**src/sv/sch_pkg.sv**
```systemverilog
`timescale 1ns / 1ps
// ----------------------------------------------------------------------------
// Set-Cookie parser package
// Parse phase type, field tags, attribute name table and character classes.
// ----------------------------------------------------------------------------
package sch_pkg;

  typedef enum logic [3:0] {
    PhLead   = 4'd0,
    PhName   = 4'd1,
    PhPreval = 4'd2,
    PhValue  = 4'd3,
    PhAfter  = 4'd4,
    PhAstart = 4'd5,
    PhAmatch = 4'd6,
    PhAvalue = 4'd7,
    PhSkip   = 4'd8
  } phase_e;

  // Field tags carried with each echoed byte.
  localparam logic [2:0] TagSkip    = 3'd0;
  localparam logic [2:0] TagName    = 3'd1;
  localparam logic [2:0] TagValue   = 3'd2;
  localparam logic [2:0] TagExpires = 3'd3;
  localparam logic [2:0] TagMaxAge  = 3'd4;
  localparam logic [2:0] TagDomain  = 3'd5;
  localparam logic [2:0] TagPath    = 3'd6;

  // Attribute codes, in table order.
  localparam logic [2:0] AttrExpires  = 3'd0;
  localparam logic [2:0] AttrMaxAge   = 3'd1;
  localparam logic [2:0] AttrDomain   = 3'd2;
  localparam logic [2:0] AttrPath     = 3'd3;
  localparam logic [2:0] AttrSecure   = 3'd4;
  localparam logic [2:0] AttrHttpOnly = 3'd5;
  localparam int unsigned NumAttr     = 6;

  localparam logic [7:0] ChSpace = 8'h20;
  localparam logic [7:0] ChTab   = 8'h09;
  localparam logic [7:0] ChSemi  = 8'h3B;
  localparam logic [7:0] ChEqual = 8'h3D;
  localparam logic [7:0] ChQuote = 8'h22;

  // Lower-case attribute names, left aligned and padded with zero bytes.
  localparam logic [63:0] AttrName [NumAttr] = '{
    "expires=",
    "max-age=",
    {"domain=", 8'h00},
    {"path=", 24'h000000},
    {"secure", 16'h0000},
    "httponly"
  };

  localparam logic [3:0] AttrLen [NumAttr] = '{4'd8, 4'd8, 4'd7, 4'd5, 4'd6, 4'd8};

  function automatic logic [7:0] attr_char(input logic [2:0] k, input logic [2:0] p);
    logic [63:0] s;
    s = AttrName[k];
    return s[{~p, 3'b111} -: 8];
  endfunction

  function automatic logic [7:0] to_lower(input logic [7:0] c);
    return (c >= 8'h41 && c <= 8'h5A) ? c + 8'd32 : c;
  endfunction

  function automatic logic is_blank(input logic [7:0] c);
    return (c == ChSpace) || (c == ChTab);
  endfunction

  function automatic logic is_token(input logic [7:0] c);
    logic alnum;
    alnum = (c >= 8'h61 && c <= 8'h7A) || (c >= 8'h41 && c <= 8'h5A) ||
            (c >= 8'h30 && c <= 8'h39);
    return alnum || c == 8'h21 || c == 8'h23 || c == 8'h24 || c == 8'h25 ||
           c == 8'h26 || c == 8'h27 || c == 8'h2A || c == 8'h2B ||
           c == 8'h2D || c == 8'h2E || c == 8'h5E || c == 8'h5F ||
           c == 8'h60 || c == 8'h7C || c == 8'h7E;
  endfunction

  function automatic logic is_value(input logic [7:0] c);
    return c == 8'h21 || (c >= 8'h23 && c <= 8'h2B) ||
           (c >= 8'h2D && c <= 8'h3A) || (c >= 8'h3C && c <= 8'h5B) ||
           (c >= 8'h5D && c <= 8'h7E);
  endfunction

endpackage

```
**src/sv/set_cookie_header_parser.sv**
```systemverilog
`timescale 1ns / 1ps
// ----------------------------------------------------------------------------
// Set-Cookie header parser
// Streams a Set-Cookie string one byte per beat and tags each byte.
// ----------------------------------------------------------------------------
// The block takes one byte per beat, with is_last_i on the final byte of a
// header string, and returns exactly one result beat per input beat: the byte
// echoed with the tag of the cookie field it belongs to (name, value, or the
// Expires, Max-Age, Domain and Path attribute values; zero for syntax bytes,
// skipped bytes and everything after a syntax error). The result beat for the
// last byte has done_res_o set and carries the parse status and the Secure and
// HttpOnly flags; these outputs read zero on every other beat, and all parser
// state returns to its reset value for the next cookie. One byte is accepted
// every cycle: a byte sits in an input register, a short block of character
// class and state logic decides its tag and the next parser state, and the
// result lands in an output register. The output register lets a new byte
// enter while a finished result still waits, and throughput drops only while
// the consumer holds out_ready_i low.
module set_cookie_header_parser (
  input  logic       clk_i,
  input  logic       rst_ni,
  input  logic       in_valid_i,
  output logic       in_ready_o,
  input  logic [7:0] text_byte_i,
  input  logic       is_last_i,
  output logic       out_valid_o,
  input  logic       out_ready_i,
  output logic [7:0] echo_byte_o,
  output logic [2:0] field_tag_o,
  output logic       done_res_o,
  output logic       status_o,
  output logic       secure_flag_o,
  output logic       no_script_flag_o
);

  // Input register.
  logic       in_vld_q;
  logic [7:0] in_byte_q;
  logic       in_last_q;

  // Output register.
  logic       out_vld_q;
  logic [7:0] out_byte_q;
  logic [2:0] out_tag_q;
  logic       out_done_q;
  logic       out_status_q;
  logic       out_sec_q;
  logic       out_ho_q;

  // Parser state and its next value.
  sch_pkg::phase_e phase_q, phase_d;
  logic [3:0]      pos_q, pos_d;
  logic [2:0]      cand_q, cand_d;
  logic            quote_q, quote_d;
  logic            err_q, err_d;
  logic            sec_q, sec_d;
  logic            ho_q, ho_d;

  logic       advance;
  logic [7:0] lc;
  logic [2:0] match_k;
  logic [3:0] match_len;
  logic [3:0] match_p;
  logic [3:0] match_p_inc;
  logic       match_hit;
  logic [2:0] value_attr;
  logic [2:0] tag_raw;
  logic [2:0] tag;
  logic       bad;

  // The byte in the input register moves on whenever the output register is
  // free or is being emptied in this cycle.
  assign advance    = in_vld_q && (!out_vld_q || out_ready_i);
  assign in_ready_o = !in_vld_q || advance;

  assign lc = sch_pkg::to_lower(in_byte_q);

  // Attribute name matcher: one character of the candidate name per byte.
  // An out-of-range candidate or position falls back to zero.
  assign match_k     = (cand_q < 3'(sch_pkg::NumAttr)) ? cand_q : sch_pkg::AttrExpires;
  assign match_len   = sch_pkg::AttrLen[match_k];
  assign match_p     = (pos_q < match_len) ? pos_q : 4'd0;
  assign match_p_inc = match_p + 4'd1;
  assign match_hit   = (lc == sch_pkg::attr_char(match_k, match_p[2:0]));

  // Only the four value-carrying attributes map onto their own tag.
  assign value_attr = (cand_q < sch_pkg::AttrSecure) ? cand_q : sch_pkg::AttrExpires;

  // Next-state logic for the parser.
  always_comb begin
    phase_d = phase_q;
    pos_d   = pos_q;
    cand_d  = cand_q;
    quote_d = quote_q;
    err_d   = err_q;
    sec_d   = sec_q;
    ho_d    = ho_q;
    if (!err_q) begin
      case (phase_q)
        sch_pkg::PhLead: begin
          if (sch_pkg::is_token(in_byte_q)) begin
            phase_d = sch_pkg::PhName;
          end else if (!sch_pkg::is_blank(in_byte_q)) begin
            err_d = 1'b1;
          end
        end
        sch_pkg::PhName: begin
          if (sch_pkg::is_token(in_byte_q)) begin
            phase_d = phase_q;
          end else if (in_byte_q == sch_pkg::ChEqual) begin
            phase_d = sch_pkg::PhPreval;
          end else begin
            err_d = 1'b1;
          end
        end
        sch_pkg::PhPreval: begin
          if (sch_pkg::is_blank(in_byte_q)) begin
            phase_d = phase_q;
          end else if (in_byte_q == sch_pkg::ChQuote) begin
            quote_d = 1'b1;
            phase_d = sch_pkg::PhValue;
          end else if (sch_pkg::is_value(in_byte_q)) begin
            phase_d = sch_pkg::PhValue;
          end else if (in_byte_q == sch_pkg::ChSemi) begin
            phase_d = sch_pkg::PhAstart;
          end else begin
            err_d = 1'b1;
          end
        end
        sch_pkg::PhValue: begin
          if (sch_pkg::is_value(in_byte_q)) begin
            phase_d = phase_q;
          end else if (quote_q) begin
            if (in_byte_q == sch_pkg::ChQuote) begin
              quote_d = 1'b0;
              phase_d = sch_pkg::PhAfter;
            end else begin
              err_d = 1'b1;
            end
          end else if (sch_pkg::is_blank(in_byte_q)) begin
            phase_d = sch_pkg::PhAfter;
          end else if (in_byte_q == sch_pkg::ChSemi) begin
            phase_d = sch_pkg::PhAstart;
          end else begin
            err_d = 1'b1;
          end
        end
        sch_pkg::PhAfter: begin
          if (sch_pkg::is_blank(in_byte_q)) begin
            phase_d = sch_pkg::PhAfter;
          end else if (in_byte_q == sch_pkg::ChSemi) begin
            phase_d = sch_pkg::PhAstart;
          end else begin
            err_d = 1'b1;
          end
        end
        sch_pkg::PhAstart: begin
          if (!sch_pkg::is_blank(in_byte_q) && in_byte_q != sch_pkg::ChSemi) begin
            phase_d = sch_pkg::PhSkip;
            // Walk downward so the first name in the table wins.
            for (int k = sch_pkg::NumAttr - 1; k >= 0; k--) begin
              if (lc == sch_pkg::attr_char(3'(k), 3'd0)) begin
                cand_d  = 3'(k);
                pos_d   = 4'd1;
                phase_d = sch_pkg::PhAmatch;
              end
            end
          end
        end
        sch_pkg::PhAmatch: begin
          if (match_hit) begin
            pos_d = match_p_inc;
            if (match_p_inc >= match_len) begin
              if (match_k == sch_pkg::AttrSecure) begin
                sec_d   = 1'b1;
                phase_d = sch_pkg::PhAfter;
              end else if (match_k == sch_pkg::AttrHttpOnly) begin
                ho_d    = 1'b1;
                phase_d = sch_pkg::PhAfter;
              end else begin
                phase_d = sch_pkg::PhAvalue;
              end
            end
          end else if (in_byte_q == sch_pkg::ChSemi) begin
            phase_d = sch_pkg::PhAstart;
          end else begin
            phase_d = sch_pkg::PhSkip;
          end
        end
        sch_pkg::PhAvalue, sch_pkg::PhSkip: begin
          if (in_byte_q == sch_pkg::ChSemi) begin
            phase_d = sch_pkg::PhAstart;
          end
        end
        default: begin
          err_d = 1'b1;
        end
      endcase
    end
  end

  // Output logic: tag of the current byte and the end-of-string status.
  always_comb begin
    tag_raw = sch_pkg::TagSkip;
    case (phase_q)
      sch_pkg::PhLead, sch_pkg::PhName: begin
        if (sch_pkg::is_token(in_byte_q)) begin
          tag_raw = sch_pkg::TagName;
        end
      end
      sch_pkg::PhPreval, sch_pkg::PhValue: begin
        if (sch_pkg::is_value(in_byte_q)) begin
          tag_raw = sch_pkg::TagValue;
        end
      end
      sch_pkg::PhAvalue: begin
        if (in_byte_q != sch_pkg::ChSemi) begin
          tag_raw = sch_pkg::TagExpires + value_attr;
        end
      end
      default: begin
        tag_raw = sch_pkg::TagSkip;
      end
    endcase
    // Any error, old or raised by this byte, blanks the tag.
    tag = err_d ? sch_pkg::TagSkip : tag_raw;
    bad = err_d || (phase_d == sch_pkg::PhLead) || (phase_d == sch_pkg::PhName) ||
          ((phase_d == sch_pkg::PhValue) && quote_d) || (phase_d > sch_pkg::PhSkip);
  end

  always_ff @(posedge clk_i or negedge rst_ni) begin
    if (!rst_ni) begin
      in_vld_q <= 1'b0;
    end else if (in_ready_o) begin
      in_vld_q <= in_valid_i;
    end
  end

  always_ff @(posedge clk_i) begin
    if (in_valid_i && in_ready_o) begin
      in_byte_q <= text_byte_i;
      in_last_q <= is_last_i;
    end
  end

  // Parser state: the last byte of a string returns everything to reset.
  always_ff @(posedge clk_i or negedge rst_ni) begin
    if (!rst_ni) begin
      phase_q <= sch_pkg::PhLead;
      pos_q   <= 4'd0;
      cand_q  <= 3'd0;
      quote_q <= 1'b0;
      err_q   <= 1'b0;
      sec_q   <= 1'b0;
      ho_q    <= 1'b0;
    end else if (advance) begin
      if (in_last_q) begin
        phase_q <= sch_pkg::PhLead;
        pos_q   <= 4'd0;
        cand_q  <= 3'd0;
        quote_q <= 1'b0;
        err_q   <= 1'b0;
        sec_q   <= 1'b0;
        ho_q    <= 1'b0;
      end else begin
        phase_q <= phase_d;
        pos_q   <= pos_d;
        cand_q  <= cand_d;
        quote_q <= quote_d;
        err_q   <= err_d;
        sec_q   <= sec_d;
        ho_q    <= ho_d;
      end
    end
  end

  always_ff @(posedge clk_i or negedge rst_ni) begin
    if (!rst_ni) begin
      out_vld_q <= 1'b0;
    end else if (advance) begin
      out_vld_q <= 1'b1;
    end else if (out_ready_i) begin
      out_vld_q <= 1'b0;
    end
  end

  always_ff @(posedge clk_i) begin
    if (advance) begin
      out_byte_q   <= in_byte_q;
      out_tag_q    <= tag;
      out_done_q   <= in_last_q;
      out_status_q <= in_last_q && bad;
      out_sec_q    <= in_last_q && sec_d;
      out_ho_q     <= in_last_q && ho_d;
    end
  end

  assign out_valid_o      = out_vld_q;
  assign echo_byte_o      = out_byte_q;
  assign field_tag_o      = out_tag_q;
  assign done_res_o       = out_done_q;
  assign status_o         = out_status_q;
  assign secure_flag_o    = out_sec_q;
  assign no_script_flag_o = out_ho_q;

endmodule

```
**config.mk**
```make
export PLATFORM = sky130hd
export DESIGN_NAME = set_cookie_header_parser
export DESIGN_NICKNAME = d
export VERILOG_FILES = /design/src/sv/sch_pkg.sv /design/src/sv/set_cookie_header_parser.sv
export SDC_FILE = /design/constraint.sdc
export NUM_CORES = 1
export LEC_CHECK = 0
export BUFFER_PORTS_ARGS = -buffer_cell sky130_fd_sc_hd__buf_2
export CAP_MARGIN = 20
export CORE_MARGIN = 4
export CORE_UTILIZATION = 24
export CTS_BUF_LIST = sky130_fd_sc_hd__clkbuf_8
export CTS_CLUSTER_DIAMETER = 50
export DETAILED_ROUTE_END_ITERATION = 7
export PLACE_DENSITY_LB_ADDON = 0.2
export SLEW_MARGIN = 20
export SYNTH_ARGS = -nofsm -noshare
export SYNTH_HDL_FRONTEND = slang
export SYNTH_SLANG_ARGS = --single-unit
```
**constraint.sdc**
```tcl
create_clock -name clk_i -period 9.69 [get_ports clk_i]
set_input_delay 1.938 -clock clk_i [delete_from_list [all_inputs] [get_ports clk_i]]
set_output_delay 1.938 -clock clk_i [all_outputs]
set_load 0.02 [all_outputs]
```
After elaboration in Yosys (flattened, before gate mapping)
Memory sizes are Yosys's and may differ from the RTL's.
Index checks and enable logic that the tools add are counted.
- ROM bits: 544
- memories: 2
- register bits: 41
- input bits: 13
- output and inout bits: 17
- word-level logic and storage cells: 243
- bitwise gates (word level): 2
- reductions and logical operators: 58
- magnitude comparators: 20
- mux-type cells: 96
- eq/ne operators: 44
- add/sub/neg operators: 3
- shift-type cells: 1
- memory list (memory ; words ; bits a word ; read ports ; clocked after Yosys merged registers in ; write ports ; RTL line ; RTL):
    (name not given) ; 8 ; 64 ; 1 ; 0 ; 0 ; sch_pkg.sv:58 ; s = AttrName[k];
    (name not given) ; 8 ; 4 ; 1 ; 0 ; 0 ; set_cookie_header_parser.sv:81 ; assign match_len = sch_pkg::AttrLen[match_k];
- operators by type and width (cell ; count):
    4-bit 2-to-1 mux ; 36
    64-bit 2-to-1 mux ; 2
    8-bit by 6-bit == test with 1-bit output, second input constant ; 14
    8-bit by 7-bit == test with 1-bit output, second input constant ; 11
    71-bit by 7-bit variable part select with 8-bit output ; 1
    3-bit 2-to-1 mux ; 13
    1-bit 2-to-1 mux ; 36
    8-bit by 6-bit greater-or-equal comparator with 1-bit output, second input constant ; 4
    8-bit by 7-bit less-or-equal comparator with 1-bit output, second input constant ; 4
    4-bit case mux with 8 select lines ; 1
    1-bit logical OR ; 28
    8-bit by 7-bit greater-or-equal comparator with 1-bit output, second input constant ; 3
    8-bit by 6-bit less-or-equal comparator with 1-bit output, second input constant ; 3
    4-bit by 3-bit == test with 1-bit output, second input constant ; 4
    1-bit logical AND ; 14
    4-bit by 2-bit == test with 1-bit output, second input constant ; 3
    3-bit case mux with 3 select lines ; 1
    8-bit by 6-bit adder with 8-bit output, second input constant ; 1
    4-bit by 1-bit == test with 1-bit output, second input constant ; 2
    8-bit by 4-bit == test with 1-bit output, second input constant ; 1
    8-bit == test ; 1
    4-bit zero test ; 2
    8-bit 2-to-1 mux ; 1
    8-bit by 6-bit inequality test with 1-bit output, second input constant ; 1
    other kinds (26) ; 37

Longest topological paths before layout
- word-level depth: 28
- gate-level depth with buffers: 20
- gate-level depth less buffers: 20

Worst setup path before layout
OpenSTA, ideal clock, no wires.
- kind: reg-to-reg
- start: register cand_q[1]
- end: register out_status_q, in the netlist status_o (data pin)
- buffers on the path: 0
- path slack: 5296 ps
- setup time: 152 ps
- arrival time: 4242 ps
- period minus slack after synthesis: 4394 ps
- stages on the path, launching flop included: 21
- required time: 9538 ps
- path through: dfrtp_1 > ha_1 > nand2b_1 > ha_1 > or2_2 > nand2_1 > ha_1 > o211ai_2 > o21ai_1 > nor2_1 > ha_1 > ha_1 > a21o_1 > a21o_1 > a21oi_1 > nor2_1 > a21oi_1 > nand3_1 > a21oi_1 > o221ai_1 > a31oi_1
- longest elaborated chain between the ends: 20
- elaborated cells between the ends (all ways): 34
- those cells by class: add/sub: 1; order compare: 4; eq/ne: 5; shift: 1; mux: 12; bitwise: 2; reduce/logical: 7; memory: 2
- ends and longest elaborated chain (element ; RTL line ; RTL):
    start, declared ; set_cookie_header_parser.sv:53 ; logic [2:0] cand_q, cand_d;
    start signal, assigned ; set_cookie_header_parser.sv:268 ; cand_q <= cand_d;
    3-bit less-than comparator ; set_cookie_header_parser.sv:80 ; assign match_k = (cand_q < 3'(sch_pkg::NumAttr)) ? cand_q : sch_pkg::AttrExpires;
    3-bit 2-to-1 mux (*) ; set_cookie_header_parser.sv:80 ;
    3-bit inverter with 4-bit output (not written as such) ; sch_pkg.sv:58, set_cookie_header_parser.sv:81 ;
    memory 8 x 4 bit ; - ;
    4-bit 2-to-1 mux (not written as such) (2 in series) ; set_cookie_header_parser.sv:81 ;
    4-bit less-than comparator ; set_cookie_header_parser.sv:82 ; assign match_p = (pos_q < match_len) ? pos_q : 4'd0;
    4-bit 2-to-1 mux ; set_cookie_header_parser.sv:82 ;
    3-bit inverter or 4-bit by 1-bit adder with 4-bit output (tied branches) ; sch_pkg.sv:59, set_cookie_header_parser.sv:83 ;
    71-bit by 7-bit variable part select with 8-bit output or 4-bit greater-or-equal comparator (tied branches) ; sch_pkg.sv:59, set_cookie_header_parser.sv:173 ;
    8-bit == test or 4-bit 2-to-1 mux (tied branches) ; set_cookie_header_parser.sv:84, set_cookie_header_parser.sv:173 ;
    4-bit 2-to-1 mux (*) ; set_cookie_header_parser.sv:171 ; if (match_hit) begin
    4-bit case mux with 8 select lines (*) ; set_cookie_header_parser.sv:99 ; case (phase_q)
    4-bit 2-to-1 mux (*) ; set_cookie_header_parser.sv:98 ; if (!err_q) begin
    branches (longest 4 deep; another with 4-bit > comparator) ; - ;
    1-bit logical OR (*) ; set_cookie_header_parser.sv:228 ; ((phase_d == sch_pkg::PhValue) && quote_d) || (phase_d > sch_pkg::PhSkip);
    1-bit logical AND (*) ; set_cookie_header_parser.sv:292 ; out_status_q <= in_last_q && bad;
    end signal, assigned ; set_cookie_header_parser.sv:292 ;
    end, declared ; set_cookie_header_parser.sv:46 ; logic out_status_q;
Mark *: on every way between the ends. The select of a mux whose other input is x is not followed.
A chain may end at the register's enable or synchronous reset.

Final worst setup path
Ends and elaborated chain as after synthesis.

==> out/qor.yml <==
clock_network:
  cts_tree: "yes"
  post-cts-setup-buffers: 0
  postCtsHoldBufs: 0
  cts-root-buf: "clkbuf_8"
  cts_sinks: 41
  clock_tree.buffer_depth: 2
  cts_buffers: 5
  clock_latency_ps: 310
  clk_pin_slew_ps: 90
  postCtsResizedCells: 0
  htree_levels: 2
cells_and_area:
  synthToLayoutAreaGrowth_pct: 9.881
  n_fill_cell: 1743
  nets: 509
  drive_above_1_share_pct: 11.27
  antennaDiodeCount: 0
die:
  die_w_um: 135.3
  die_h_um: 135.3
  io_pins: 30
  core_area_sq_mm: 0.01589
  die_area_sq_mm: 0.01830
  num_rows: 46
  start_util_pct: 24.47
detailed_routing:
  avgRoutedWirePerCell_um: 17.67
  drc_errors: 0
  via_per_inst: 5.471
  drt_iter0_drc: 430
  num_vias: 3802
  postRouteAntennaNets: 0
  dr.pass1.iters: 5
  routed_wl_mm: 12.28
power_and_ir_drop:
  comb_power_share_pct: 36.8
  power_density_mw_per_mm2: 143.0
  vdd_drop_max_mv: 0.07270
  p_leak_nw: 1.532
  clkPwrFrac_pct: 23.1
  power_frac_seq_pct: 40.1
  sw_frac_of_total_pct: 40.79
  power_switching_w: 0.0002492
  p_int_w: 0.0003617
timing:
  max_slew_margin_pct: 35.05
  grt_setup_unrepaired: "false"
  worst_slew_pin_slew_ps: 974.2
  hold_violations: 0
  fin_setup_tns_ps: 0
  final-max-slew-violation-count: 0
  min_period_ps: 5317
  setup_viol: 0
  setup_slack_ps: 4373
  skew_ps: 12.51
  fin_crit_sh_pct: 54.87
  clock.fmax_mhz: 188.1
logic_synthesis:
  ys_seq_area_share_pct: 29.48
  avgSynthCellArea_sq_um: 8.219
  synth_seq_cells: 41
  synth_xor_area_share_pct: 2.929
  synth.distinct_cells: 80
  synth.area.top_cells: "edfxtp_1 (19%), dfrtp_1 (11%), ha_1 (5.8%), a21oi_1 (4.1%), nand2_1 (3.6%)"
  syn_inst: 473
  yosysTopAreaCell: "edfxtp_1"
  synthTopCellsByCount: "nand2_1 (37), nor2_1 (37), a21oi_1 (32), edfxtp_1 (24), o21ai_0 (21)"
  async_flop_share_pct: 41.46
  synthAdderAreaFrac_pct: 5.793
  synth_simple_gate_area_share_pct: 27.10
  synth-compound-area-share_pct: 28.26
  synth_fp_nets: 504
  syn_area_sq_mm: 0.003887
  synth_top_family_by_area: "compound AO/OA/AOI/OAI gates"
  synth_mux_area_share_pct: 0.7724
  yosys.area.top_type_share_pct: 18.54
  yosys_warnings: 0
  ys.flop_type: "edfxtp_1"
  synth_edf_count: 24
setup_path:
  cp_data_required_time_ps: 9840
  critical_path_class: "reg -> reg"
  end_kind: "register"
  crit_arrival_ps: 5470
  crit_fanout: 25
  setup.worst_path.start_class: "register"
global_routing:
  antenna_found_initial: 0
  grt_pass1_vias: 3596
  grt_max_degree: 30
  grt_pass1_wl_mm: 19.77
  track_usage_pct: 13.39
  grt-ovfl-total: 0
place:
  io_buffer_count: 29
  pre_cts_slack_ps: 4520
  gp_congestion: 0.9288
  hpwl_mm: 8.960
job:
  drv_cap: 0
worst_hold_path:
  hold_class: "reg -> reg"
outcome:
  status: "complete, no violations"
## worst max-delay path: stages (launching register included)
cell      delay (ps)
dfrtp_1          460
inv_1             90
ha_1             690
nand3b_1         390
nand2_1          240
ha_1             270
o211ai_2         340
o21ai_1          290
nor2_1           300
ha_1             310
ha_1             280
a21o_1           160
a21o_1           160
a21oi_1          230
nor2_1           160
a21oi_1          140
nand3_1           90
a21oi_1          220
o221ai_1         130
a31oi_1          190
## path summary, 6_finish.rpt
check | startpoint | endpoint | slack (ps) | cells after the start
max | cand_q[1]$_DFFE_PN0P_ | status_o$_DFFE_PP_ | 4370 | 19
min | in_vld_q$_DFFE_PN0N_ | out_valid_o$_DFFE_PN0P_ | 490 | 1
max reg2reg | cand_q[1]$_DFFE_PN0P_ | status_o$_DFFE_PP_ | 4370 | 19
min reg2reg | in_vld_q$_DFFE_PN0N_ | out_valid_o$_DFFE_PN0P_ | 490 | 1
max in group asynchronous | rst_ni | in_vld_q$_DFFE_PN0N_ | 7780 | 1
min in group asynchronous | rst_ni | cand_q[2]$_DFFE_PN0P_ | 1570 | 1
## metrics by stage
stage | area [sq um] | total power (W) | std cells | utilization, % | hold slack (ps)
after floorplan | 3887 | 0.0004051 | 473 | - | 424.4
after global placement | 4165 | 0.0004693 | 687 | 26.22 | 480.0
after detailed placement | 4165 | 0.0004690 | 687 | 26.22 | 475.7
after CTS | 4272 | 0.0006131 | 695 | 26.89 | 493.8
after global routing | 4272 | 0.0006477 | 695 | 26.89 | 514.6
final | 4272 | 0.0006109 | 695 | 26.89 | 490.2
## area by class of cell
class | count | area (sq um) | area share (%)
Multi-Input combinational cell | 380 | 2521 | 59.02
Sequential cell | 41 | 1146 | 26.83
Tap cell | 216 | 270.3 | 6.327
Timing Repair Buffer | 30 | 152.6 | 3.574
Inverter | 20 | 75.07 | 1.757
Clock buffer | 5 | 68.82 | 1.611
Clock inverter | 3 | 37.54 | 0.8787
## power by group through the flow
stage	sequential [W]	combinational [W]	clock, W
after global routing	0.000249	0.000247	0.000152
after global placement	0.000248	0.000222	0
final	0.000245	0.000225	0.000141
after floorplan	0.000226	0.000179	0
after CTS	0.000244	0.000223	0.000147
after detailed placement	0.000247	0.000222	0
## cell families after synthesis
kind of cell | count (synthesis)
simple gates | 191
mux | 3
fa+ha+maj | 18
compound gates | 155
xor+xnor | 13
flops | 41
buf+inv | 52
## placed cells by master, fill, tap and decap left out, drive strengths merged, types with 7 or more instances in the layout
master	instances
a21oi	33
a31oi	13
buf	30
dfrtp	17
edfxtp	24
ha	18
inv	20
nand2	38
nand2b	10
nand3	16
nand4	10
nor2	37
nor2b	10
nor3	17
nor3b	8
o211ai	14
o21ai	24
or2	7
or3	8
xnor2	9
## layer usage
metal	vias to the layer above	wire [um]	global-route usage, %
met1	1808	5889	19.50
met3	23	748	2.489
met2	164	5350	19.99
met5	-	0	0
li1	1807	-	-
met4	0	296	4.199
## sequential cells by signal, summed over array words and instances, names as in the netlist, 3 cells and up
signal       cells
pos_q            4
cand_q           3
phase_q          4
in_byte_q        8
echo_byte_o      8
field_tag_o      3
No activity file was read; power rests on OpenSTA's default activity.
